File: config.mk
export PLATFORM = sky130hd
export DESIGN_NAME = lrc_packet_deframer_flat
export DESIGN_NICKNAME = d
export VERILOG_FILES = /design/src/lrcpd_pkg.sv /design/src/lrcpd_if.sv /design/src/lrcpd_ram.sv /design/src/lrcpd_parse.sv /design/src/lrcpd_readout.sv /design/src/lrc_packet_deframer.sv /design/src/flat_wrapper.sv
export SDC_FILE = /design/constraint.sdc
export NUM_CORES = 1
export LEC_CHECK = 0
export ABC_CLOCK_PERIOD_IN_PS = 3200
export BUFFER_PORTS_ARGS = -buffer_cell sky130_fd_sc_hd__buf_4
export CORE_MARGIN = 2
export CORE_UTILIZATION = 56
export DETAILED_ROUTE_END_ITERATION = 10
export PLACE_DENSITY = 0.75
export SLEW_MARGIN = 40
export SYNTH_ARGS = -nofsm -noshare
export SYNTH_HDL_FRONTEND = slang
export SYNTH_SLANG_ARGS = --single-unit
File: constraint.sdc
create_clock -name clk -period 3.2 [get_ports clk]
set_input_delay 0.48 -clock clk [delete_from_list [all_inputs] [get_ports clk]]
set_output_delay 0.48 -clock clk [all_outputs]
set_load 0.02 [all_outputs]
File: src/lrcpd_pkg.sv
`timescale 1ns / 1ps
package lrcpd_pkg;

  localparam int MAX_PAYLOAD = 58;
  localparam int PAY_ADDR_W  = (MAX_PAYLOAD > 1) ? $clog2(MAX_PAYLOAD) : 1;
  localparam int LEN_W       = 6;
  localparam int BYTE_W      = 8;

  localparam logic [BYTE_W-1:0] CH_START    = 8'h3E;
  localparam logic [BYTE_W-1:0] CH_END      = 8'h3C;
  localparam logic [BYTE_W-1:0] COUNT_MAX   = 8'hFF;
  localparam logic [BYTE_W-1:0] GAP_DEFAULT = 8'd10;

  localparam logic ACT_BYTE = 1'b0;
  localparam logic ACT_TICK = 1'b1;

  typedef enum logic [2:0] {
    PH_HUNT,
    PH_TO,
    PH_FROM,
    PH_LEN,
    PH_DATA,
    PH_LRC,
    PH_FOOT
  } phase_t;

  typedef struct packed {
    logic              start;
    logic [BYTE_W-1:0] to_addr;
    logic [BYTE_W-1:0] from_addr;
    logic [LEN_W-1:0]  length;
  } frame_t;

endpackage

File: src/lrcpd_if.sv
`timescale 1ns / 1ps
interface lrcpd_in_if;
  import lrcpd_pkg::*;

  logic              valid;
  logic              ready;
  logic              action;
  logic [BYTE_W-1:0] rx_byte;

  modport source (output valid, action, rx_byte, input ready);
  modport sink (input valid, action, rx_byte, output ready);
endinterface

interface lrcpd_out_if;
  import lrcpd_pkg::*;

  logic              valid;
  logic              ready;
  logic [BYTE_W-1:0] target_address;
  logic [BYTE_W-1:0] source_address;
  logic [LEN_W-1:0]  payload_length;
  logic [LEN_W-1:0]  payload_index;
  logic [BYTE_W-1:0] payload_byte;
  logic              has_payload;
  logic              last;

  modport source (
    output valid, target_address, source_address, payload_length, payload_index,
           payload_byte, has_payload, last,
    input  ready
  );
  modport sink (
    input  valid, target_address, source_address, payload_length, payload_index,
           payload_byte, has_payload, last,
    output ready
  );
endinterface

File: src/lrcpd_ram.sv
`timescale 1ns / 1ps
module lrcpd_ram #(
  parameter int WIDTH = 8,
  parameter int DEPTH = 58,
  parameter int ADDR_W = (DEPTH > 1) ? $clog2(DEPTH) : 1
) (
  input  logic              clk,
  input  logic              we,
  input  logic [ADDR_W-1:0] waddr,
  input  logic [WIDTH-1:0]  wdata,
  input  logic [ADDR_W-1:0] raddr,
  output logic [WIDTH-1:0]  rdata
);

  logic [WIDTH-1:0] mem [DEPTH];

  always_ff @(posedge clk) begin
    if (we) begin
      mem[waddr] <= wdata;
    end
    rdata <= mem[raddr];
  end

endmodule

File: src/lrcpd_parse.sv
`timescale 1ns / 1ps
module lrcpd_parse #(
  parameter int MAX_PAY = lrcpd_pkg::MAX_PAYLOAD,
  parameter int ADDR_W = lrcpd_pkg::PAY_ADDR_W
) (
  input  logic                       clk,
  input  logic                       rst,
  input  logic                       cfg_we,
  input  logic [lrcpd_pkg::BYTE_W-1:0] cfg_wdata,
  lrcpd_in_if.sink                   in_ch,
  input  logic                       rd_busy,
  output lrcpd_pkg::frame_t          frame,
  output logic                       wr_en,
  output logic [ADDR_W-1:0]          wr_addr,
  output logic [lrcpd_pkg::BYTE_W-1:0] wr_data
);
  import lrcpd_pkg::*;

  phase_t            phase;
  phase_t            phase_next;
  logic [LEN_W-1:0]  byte_pos;
  logic [LEN_W-1:0]  byte_pos_next;
  logic [BYTE_W-1:0] running_sum;
  logic [BYTE_W-1:0] sum_next;
  logic              checksum_good;
  logic [BYTE_W-1:0] to_addr;
  logic [BYTE_W-1:0] from_addr;
  logic [LEN_W-1:0]  length;
  logic [BYTE_W-1:0] idle_count;
  logic [BYTE_W-1:0] idle_inc;
  logic [BYTE_W-1:0] gap_limit;
  logic              accept;
  logic              is_byte;
  logic              is_tick;
  logic              gap_hit;
  logic              len_bad;
  logic              abandon;

  assign in_ch.ready   = !rd_busy;
  assign accept        = in_ch.valid && in_ch.ready;
  assign is_byte       = accept && (in_ch.action == ACT_BYTE);
  assign is_tick       = accept && (in_ch.action == ACT_TICK) && (phase != PH_HUNT);
  assign idle_inc      = (idle_count == COUNT_MAX) ? idle_count : idle_count + 8'd1;
  assign gap_hit       = idle_inc >= gap_limit;
  assign len_bad       = in_ch.rx_byte > BYTE_W'(MAX_PAY);
  assign sum_next      = running_sum + in_ch.rx_byte;
  assign byte_pos_next = byte_pos + LEN_W'(1);

  always_comb begin
    phase_next = phase;
    if (is_tick && gap_hit) begin
      phase_next = PH_HUNT;
    end else if (is_byte) begin
      unique case (phase)
        PH_HUNT: if (in_ch.rx_byte == CH_START) phase_next = PH_TO;
        PH_TO:   phase_next = PH_FROM;
        PH_FROM: phase_next = PH_LEN;
        PH_LEN: begin
          if (len_bad) begin
            phase_next = PH_HUNT;
          end else if (in_ch.rx_byte == '0) begin
            phase_next = PH_LRC;
          end else begin
            phase_next = PH_DATA;
          end
        end
        PH_DATA: if (byte_pos_next >= length) phase_next = PH_LRC;
        PH_LRC:  phase_next = PH_FOOT;
        PH_FOOT: if (in_ch.rx_byte == CH_END) phase_next = PH_HUNT;
        default: phase_next = PH_HUNT;
      endcase
    end
  end

  always_comb begin
    wr_en           = is_byte && (phase == PH_DATA);
    wr_addr         = byte_pos[ADDR_W-1:0];
    wr_data         = in_ch.rx_byte;
    frame.start     = is_byte && (phase == PH_FOOT) && (in_ch.rx_byte == CH_END)
                      && checksum_good;
    frame.to_addr   = to_addr;
    frame.from_addr = from_addr;
    frame.length    = length;
    abandon         = (is_tick && gap_hit)
                      || (is_byte && (phase == PH_LEN) && len_bad)
                      || (is_byte && (phase == PH_FOOT) && (in_ch.rx_byte == CH_END));
  end

  always_ff @(posedge clk) begin
    if (rst) begin
      phase         <= PH_HUNT;
      byte_pos      <= '0;
      running_sum   <= '0;
      checksum_good <= 1'b0;
      idle_count    <= '0;
      gap_limit     <= GAP_DEFAULT;
      to_addr       <= '0;
      from_addr     <= '0;
      length        <= '0;
    end else begin
      phase <= phase_next;
      if (cfg_we) begin
        gap_limit <= cfg_wdata;
      end
      if (abandon) begin
        byte_pos      <= '0;
        running_sum   <= '0;
        checksum_good <= 1'b0;
        idle_count    <= '0;
      end else if (is_tick) begin
        idle_count <= idle_inc;
      end else if (is_byte) begin
        idle_count <= '0;
        unique case (phase)
          PH_HUNT: begin
            if (in_ch.rx_byte == CH_START) begin
              running_sum   <= '0;
              checksum_good <= 1'b0;
              byte_pos      <= '0;
            end
          end
          PH_TO: begin
            to_addr     <= in_ch.rx_byte;
            running_sum <= sum_next;
          end
          PH_FROM: begin
            from_addr   <= in_ch.rx_byte;
            running_sum <= sum_next;
          end
          PH_LEN: begin
            length      <= in_ch.rx_byte[LEN_W-1:0];
            running_sum <= sum_next;
            byte_pos    <= '0;
          end
          PH_DATA: begin
            running_sum <= sum_next;
            byte_pos    <= byte_pos_next;
          end
          PH_LRC: checksum_good <= ((BYTE_W'(0) - running_sum) == in_ch.rx_byte);
          default: ;
        endcase
      end
    end
  end

endmodule

File: src/lrcpd_readout.sv
`timescale 1ns / 1ps
module lrcpd_readout #(
  parameter int ADDR_W = lrcpd_pkg::PAY_ADDR_W
) (
  input  logic                         clk,
  input  logic                         rst,
  input  lrcpd_pkg::frame_t            frame,
  output logic                         busy,
  output logic [ADDR_W-1:0]            rd_addr,
  input  logic [lrcpd_pkg::BYTE_W-1:0] rd_data,
  lrcpd_out_if.source                  out_ch
);
  import lrcpd_pkg::*;

  logic [BYTE_W-1:0] to_addr;
  logic [BYTE_W-1:0] from_addr;
  logic [LEN_W-1:0]  length;
  logic [LEN_W-1:0]  issue_idx;
  logic [LEN_W-1:0]  pend_idx;
  logic              pend;
  logic              out_free;
  logic              load_data;
  logic              load_empty;
  logic              can_issue;
  logic              pend_last;

  assign out_free   = !out_ch.valid || out_ch.ready;
  assign pend_last  = pend_idx == (length - LEN_W'(1));
  assign load_data  = busy && pend && out_free;
  assign load_empty = busy && (length == '0) && out_free;
  assign can_issue  = busy && (issue_idx < length) && (!pend || load_data);
  assign rd_addr    = can_issue ? issue_idx[ADDR_W-1:0] : pend_idx[ADDR_W-1:0];

  always_ff @(posedge clk) begin
    if (rst) begin
      busy         <= 1'b0;
      pend         <= 1'b0;
      issue_idx    <= '0;
      out_ch.valid <= 1'b0;
    end else begin
      if (frame.start) begin
        busy      <= 1'b1;
        to_addr   <= frame.to_addr;
        from_addr <= frame.from_addr;
        length    <= frame.length;
        issue_idx <= '0;
        pend      <= 1'b0;
      end else begin
        if (can_issue) begin
          pend      <= 1'b1;
          pend_idx  <= issue_idx;
          issue_idx <= issue_idx + LEN_W'(1);
        end else if (load_data) begin
          pend <= 1'b0;
        end
        if ((load_data && pend_last) || load_empty) begin
          busy <= 1'b0;
        end
      end

      if (load_data || load_empty) begin
        out_ch.valid          <= 1'b1;
        out_ch.target_address <= to_addr;
        out_ch.source_address <= from_addr;
        out_ch.payload_length <= length;
        out_ch.payload_index  <= load_data ? pend_idx : '0;
        out_ch.payload_byte   <= load_data ? rd_data : '0;
        out_ch.has_payload    <= load_data;
        out_ch.last           <= load_empty || pend_last;
      end else if (out_ch.ready) begin
        out_ch.valid <= 1'b0;
      end
    end
  end

endmodule

File: src/lrc_packet_deframer.sv
`timescale 1ns / 1ps
// Receive-side deframer for '>' to from len payload lrc '<' frames. Each input word is
// a UART byte or a one-millisecond idle tick. Payload bytes go into a single-port-write
// payload RAM with registered read. On the footer of a frame whose LRC matched, the
// input stalls while the results are read back from the RAM, one result per cycle when
// the output is not held off, and the input stays stalled until the last result has been
// loaded into the single output register. A bad LRC, an oversized length or gap_limit
// idle ticks in a frame drop it without results. gap_limit resets to 10.
module lrc_packet_deframer #(
  parameter int MAX_PAY = lrcpd_pkg::MAX_PAYLOAD,
  parameter int ADDR_W = lrcpd_pkg::PAY_ADDR_W
) (
  input  logic                         clk,
  input  logic                         rst,
  input  logic                         cfg_we,
  input  logic [lrcpd_pkg::BYTE_W-1:0] cfg_wdata,
  lrcpd_in_if.sink                     in_ch,
  lrcpd_out_if.source                  out_ch
);
  import lrcpd_pkg::*;

  frame_t            frame;
  logic              rd_busy;
  logic              wr_en;
  logic [ADDR_W-1:0] wr_addr;
  logic [BYTE_W-1:0] wr_data;
  logic [ADDR_W-1:0] rd_addr;
  logic [BYTE_W-1:0] rd_data;

  lrcpd_parse #(
    .MAX_PAY (MAX_PAY),
    .ADDR_W  (ADDR_W)
  ) u_parse (
    .clk       (clk),
    .rst       (rst),
    .cfg_we    (cfg_we),
    .cfg_wdata (cfg_wdata),
    .in_ch     (in_ch),
    .rd_busy   (rd_busy),
    .frame     (frame),
    .wr_en     (wr_en),
    .wr_addr   (wr_addr),
    .wr_data   (wr_data)
  );

  lrcpd_ram #(
    .WIDTH  (BYTE_W),
    .DEPTH  (MAX_PAY),
    .ADDR_W (ADDR_W)
  ) u_ram (
    .clk   (clk),
    .we    (wr_en),
    .waddr (wr_addr),
    .wdata (wr_data),
    .raddr (rd_addr),
    .rdata (rd_data)
  );

  lrcpd_readout #(
    .ADDR_W (ADDR_W)
  ) u_readout (
    .clk     (clk),
    .rst     (rst),
    .frame   (frame),
    .busy    (rd_busy),
    .rd_addr (rd_addr),
    .rd_data (rd_data),
    .out_ch  (out_ch)
  );

endmodule

File: src/flat_wrapper.sv
// flat-port wrapper written by rule: the top's interface ports become plain ports
module lrc_packet_deframer_flat import lrcpd_pkg::*;
#(
  parameter int MAX_PAY = lrcpd_pkg::MAX_PAYLOAD,
  parameter int ADDR_W = lrcpd_pkg::PAY_ADDR_W
)
  (clk, rst, cfg_we, cfg_wdata, in_ch_valid, in_ch_action, in_ch_rx_byte, in_ch_ready, out_ch_valid, out_ch_target_address, out_ch_source_address, out_ch_payload_length, out_ch_payload_index, out_ch_payload_byte, out_ch_has_payload, out_ch_last, out_ch_ready);
  lrcpd_in_if in_ch_i ();
  lrcpd_out_if out_ch_i ();
  input  logic clk;
  input  logic rst;
  input  logic cfg_we;
  input  logic [lrcpd_pkg::BYTE_W-1:0] cfg_wdata;
  input wire logic [$bits(in_ch_i.valid)-1:0] in_ch_valid;
  input wire logic [$bits(in_ch_i.action)-1:0] in_ch_action;
  input wire logic [$bits(in_ch_i.rx_byte)-1:0] in_ch_rx_byte;
  output wire logic [$bits(in_ch_i.ready)-1:0] in_ch_ready;
  output wire logic [$bits(out_ch_i.valid)-1:0] out_ch_valid;
  output wire logic [$bits(out_ch_i.target_address)-1:0] out_ch_target_address;
  output wire logic [$bits(out_ch_i.source_address)-1:0] out_ch_source_address;
  output wire logic [$bits(out_ch_i.payload_length)-1:0] out_ch_payload_length;
  output wire logic [$bits(out_ch_i.payload_index)-1:0] out_ch_payload_index;
  output wire logic [$bits(out_ch_i.payload_byte)-1:0] out_ch_payload_byte;
  output wire logic [$bits(out_ch_i.has_payload)-1:0] out_ch_has_payload;
  output wire logic [$bits(out_ch_i.last)-1:0] out_ch_last;
  input wire logic [$bits(out_ch_i.ready)-1:0] out_ch_ready;
  assign in_ch_i.valid = in_ch_valid;
  assign in_ch_i.action = in_ch_action;
  assign in_ch_i.rx_byte = in_ch_rx_byte;
  assign in_ch_ready = in_ch_i.ready;
  assign out_ch_valid = out_ch_i.valid;
  assign out_ch_target_address = out_ch_i.target_address;
  assign out_ch_source_address = out_ch_i.source_address;
  assign out_ch_payload_length = out_ch_i.payload_length;
  assign out_ch_payload_index = out_ch_i.payload_index;
  assign out_ch_payload_byte = out_ch_i.payload_byte;
  assign out_ch_has_payload = out_ch_i.has_payload;
  assign out_ch_last = out_ch_i.last;
  assign out_ch_i.ready = out_ch_ready;
  lrc_packet_deframer #(.MAX_PAY(MAX_PAY), .ADDR_W(ADDR_W)) u_core (.clk(clk), .rst(rst), .cfg_we(cfg_we), .cfg_wdata(cfg_wdata), .in_ch(in_ch_i), .out_ch(out_ch_i));
endmodule
==> impl_metrics.tcl <==
set metrics [dict create \
    clock-sinks 603 \
    rr_endpoint "u_core.u_ram.rdata[3]" \
    synth.net_count 1966 \
    coreArea_sq_um 43200 \
    place_congestion 0.909 \
    clockBufferDepth 3 \
    critPathMaxStageDelay_ns 0.40 \
    fin_hold_ws_ns 0.103 \
    numCtsBuffers 58 \
    drt_iter0_drc 1957 \
    die_area_sq_um 45600 \
    initial_core_util_pct 56.9 \
    routedWlPerCell_um 23.2 \
    synth_cells 1912 \
    setup_viol 1 \
    violations "setup timing" \
    dr.pass1.iters 7 \
    cts_hold_buffers 0 \
    postRouteAntennaNets 0 \
    drt_drc_violations_left 0 \
    vias_per_cell 6.00 \
    port_buffers 61 \
    diodes 0 \
    rsz0062_at_grt "yes" \
    htreeDepth 2 \
    track_usage_pct 27.6 \
    synth-main-ff-cell "edfxtp_1" \
    rows 76 \
    cts_tree "yes" \
    power_density_nw_per_um2 558 \
    drive_gt1_share_pct 18.3 \
    arrival_ns 3.78 \
    final_area_sq_um 29200 \
    hp-start "cfg_wdata[3]" \
    postSynth.asyncResetShare_pct 0 \
    fmax_mhz 311 \
    synth_edf_count 530 \
    cp_cell_sequence "inv_2 > ha_4 > a21oi_2 > o2111a_2 > buf_4 > o2111ai_2 > and2_4 > clkinv_8 > buf_16 > nand2_1 > a311oi_2 > nand4_1 > nand4b_1 > o22a_1" \
    ir_drop_v 0.000428 \
    cap_violations 0 \
    synthDistinctLibCells 66 \
    synth_seq_cells 603 \
    dp_hpwl_mm 38.0 \
    fin_total_pwr_mw 16.3 \
    seqCellArea_sq_um 17400 \
    grt_start_max_net_pins 66 \
    grt_pass1_vias 15700 \
    io_pins 62 \
    reg2reg_from "u_core.u_readout.length[3]" \
    endpoint_kind "flop" \
    clkLatencyLatePin_ns 0.63 \
    worstSetupPathType "reg -> reg" \
    overflow 0 \
    antenna_found_initial 0 \
    cp.required_ns 3.77 \
    r2r_slack_ns -0.01 \
    grt_pass1_wl_mm 93.4 \
    nets 2148 \
    finalCriticalPeriod_ns 3.21 \
    syn_avg_cell_area_sq_um 12.9 \
    dpl-instance-area_sq_um 26600 \
    leakagePower_nw 10.2 \
    hold_depth 3 \
    multiInputGateArea_sq_um 7060 \
    num-fill-cells 2940 \
    die_h_um 213 \
    start_kind "flop" \
    synthesis.area_sq_um 24600 \
    clkTransAtPathRegs_ns 0.06 \
    critPathMaxFanout 19 \
    yosysWarnings 0 \
    vias 16400 \
    totalWireLength_mm 63.3 \
    ff2ff_path_depth 14 \
    die_w_um 213 \
    status "complete, but fails checks" \
    cts_root_buffer "clkbuf_16" \
    final_hold_viol_count 0 \
    syn_to_final_growth_pct 18.7 \
    final_max_slew_viol_count 0 \
    cp_slowest_cell "edfxtp_1" \
    hold_path.class "in -> reg" \
    fin_ws_ns -0.0127 \
    period_share_pct 100 \
    slew_headroom_pct 45.7 \
    worst_pin_slew_ns 0.815 \
    fin_skew_ns 0.0306 \
    holdPathEnd "u_core.u_parse.gap_limit[3]" \
    yosysSeqAreaShare_pct 70.7 \
]
[cell usage after synthesis, drive strengths merged, types with 7 or more instances]
library cell | instances | share of area, %
o21ai | 16 | 0.34
mux2i | 69 | 2.8
a31oi | 21 | 0.53
a21oi | 60 | 1.2
nor4 | 9 | 0.23
xnor2 | 23 | 0.82
clkbuf | 50 | 0.76
a311oi | 8 | 0.29
a21o | 9 | 0.27
nor2b | 10 | 0.25
dfxtp | 73 | 5.9
ha | 31 | 1.6
xor2 | 12 | 0.43
nand4 | 68 | 1.7
nor3 | 17 | 0.37
a2111oi | 9 | 0.32
inv | 39 | 0.60
nor2 | 134 | 2.0
mux4 | 7 | 0.64
o211a | 7 | 0.29
and2 | 14 | 0.36
a32oi | 31 | 1.1
nand3 | 142 | 2.9
nand2b | 8 | 0.20
edfxtp | 530 | 65
buf | 52 | 1.0
nand2 | 405 | 6.2
[routing by layer]
layer / track usage (%) / wire, um / up-vias
met1: 36.7 / 24600 / 8067
li1: - / - / 7397
met5: 0 / 0 / -
met4: 11.1 / 2480 / 0
met3: 5.11 / 5040 / 147
met2: 45.2 / 31200 / 752
[logic make-up (layout without fill, tap and decap cells)]
kind of cell / after synthesis / in the layout / synth area share (%)
xor+xnor: 35 / 35 / 1.25
simple gates: 834 / 835 / 15.1
compound gates: 186 / 186 / 5.24
fa+ha+maj: 32 / 32 / 1.66
buf+inv: 142 / 370 / 2.40
flops: 603 / 603 / 70.7
mux: 80 / 80 / 3.67
[power by group]
| part | total [mW] | internal (mW) | switching, mW |
|---|---|---|---|
| Sequential | 8.68 | 8.60 | 0.0723 |
| Combinational | 1.12 | 0.425 | 0.690 |
| Clock | 6.50 | 3.62 | 2.87 |
[metrics by stage]
stage	cells	util [%]	TNS (ns)	worst slack, ns
2_1_floorplan	1912	-	0	0.0127
3_3_place_gp	2591	61.5	-0.368	-0.0580
3_5_place_dp	2591	61.5	-2.43	-0.149
4_1_cts	2707	66.4	-0.0772	-0.0236
5_1_grt	2726	67.6	-3.11	-0.155
6_report	2726	67.6	-0.0127	-0.0127
[worst max-delay path: cells and delay by family, from the launching register on]
kind / cells / cell delay (ns)
adder cells (fa/ha/maj): 1 / 0.21
buffers and inverters: 4 / 0.54
flip-flops: 1 / 0.40
AO/OA/AOI/OAI: 5 / 1.11
AND/OR/NAND/NOR: 4 / 0.91
[sequential cells by signal, summed over array words and instances, names as in the netlist, 3 cells and up]
name and cells:
u_core.u_readout.to_addr 8, u_core.u_readout.out_ch.target_address 8, u_core.u_readout.from_addr 8, u_core.u_readout.length 6, u_core.u_parse.to_addr 8, u_core.u_parse.from_addr 8
u_core.u_parse.phase 3, u_core.u_readout.out_ch.payload_index 6, u_core.u_ram.rdata 8, u_core.u_readout.issue_idx 6, u_core.u_parse.wr_addr 6, u_core.u_ram.mem 464
u_core.u_readout.out_ch.payload_byte 8, u_core.u_readout.out_ch.source_address 8, u_core.u_parse.running_sum 8, u_core.u_parse.idle_count 8, u_core.u_parse.length 6, u_core.u_readout.out_ch.payload_length 6
u_core.u_readout.pend_idx 6, u_core.u_parse.gap_limit 8
[area by class of cell]
class	instances	area share, %
clock buffers	73	5.24
inverters	40	0.571
repair buffers	223	6.95
flip-flops and latches	603	59.6
clock inverters	34	0.922
multi-input cells	1168	24.2
well taps	585	2.51
[how the worst max path moves through the flow]
stage                                      start                            end
finish                u_core.u_readout.length[3]          u_core.u_ram.rdata[3]
global route        u_core.u_parse.idle_count[1]        u_core.u_parse.phase[0]
CTS                   u_core.u_readout.length[5]          u_core.u_ram.rdata[6]
detailed placement  u_core.u_parse.idle_count[1]  u_core.u_parse.running_sum[7]
global placement      u_core.u_readout.length[3]          u_core.u_ram.rdata[7]
floorplan           u_core.u_parse.idle_count[0]   u_core.u_parse.idle_count[0]
[placed cells by master (no fill, tap or decap), types with 11 or more instances in the layout]
cell,n
a21oi_1,47
a21oi_2,12
a31oi_1,21
a32oi_1,31
and2_1,13
buf_12,11
buf_4,194
clkbuf_1,14
clkbuf_16,61
clkinv_1,13
clkinv_2,14
dfxtp_1,69
edfxtp_1,530
ha_1,27
inv_1,35
mux2i_1,66
nand2_1,402
nand3_1,139
nand4_1,68
nor2_1,126
nor3_1,16
o21ai_0,12
xnor2_1,21
xor2_1,12
[what timing repair did]
item | 4_1_cts | 5_1_grt
pin swaps | 6 | 40
gates cloned | 4 | 5
endpoints found under the setup margin | 32 | 34
buffers inserted | 5 | 14
gates resized for setup | 36 | 60
Note: power is estimated with default switching activity, not from simulation.
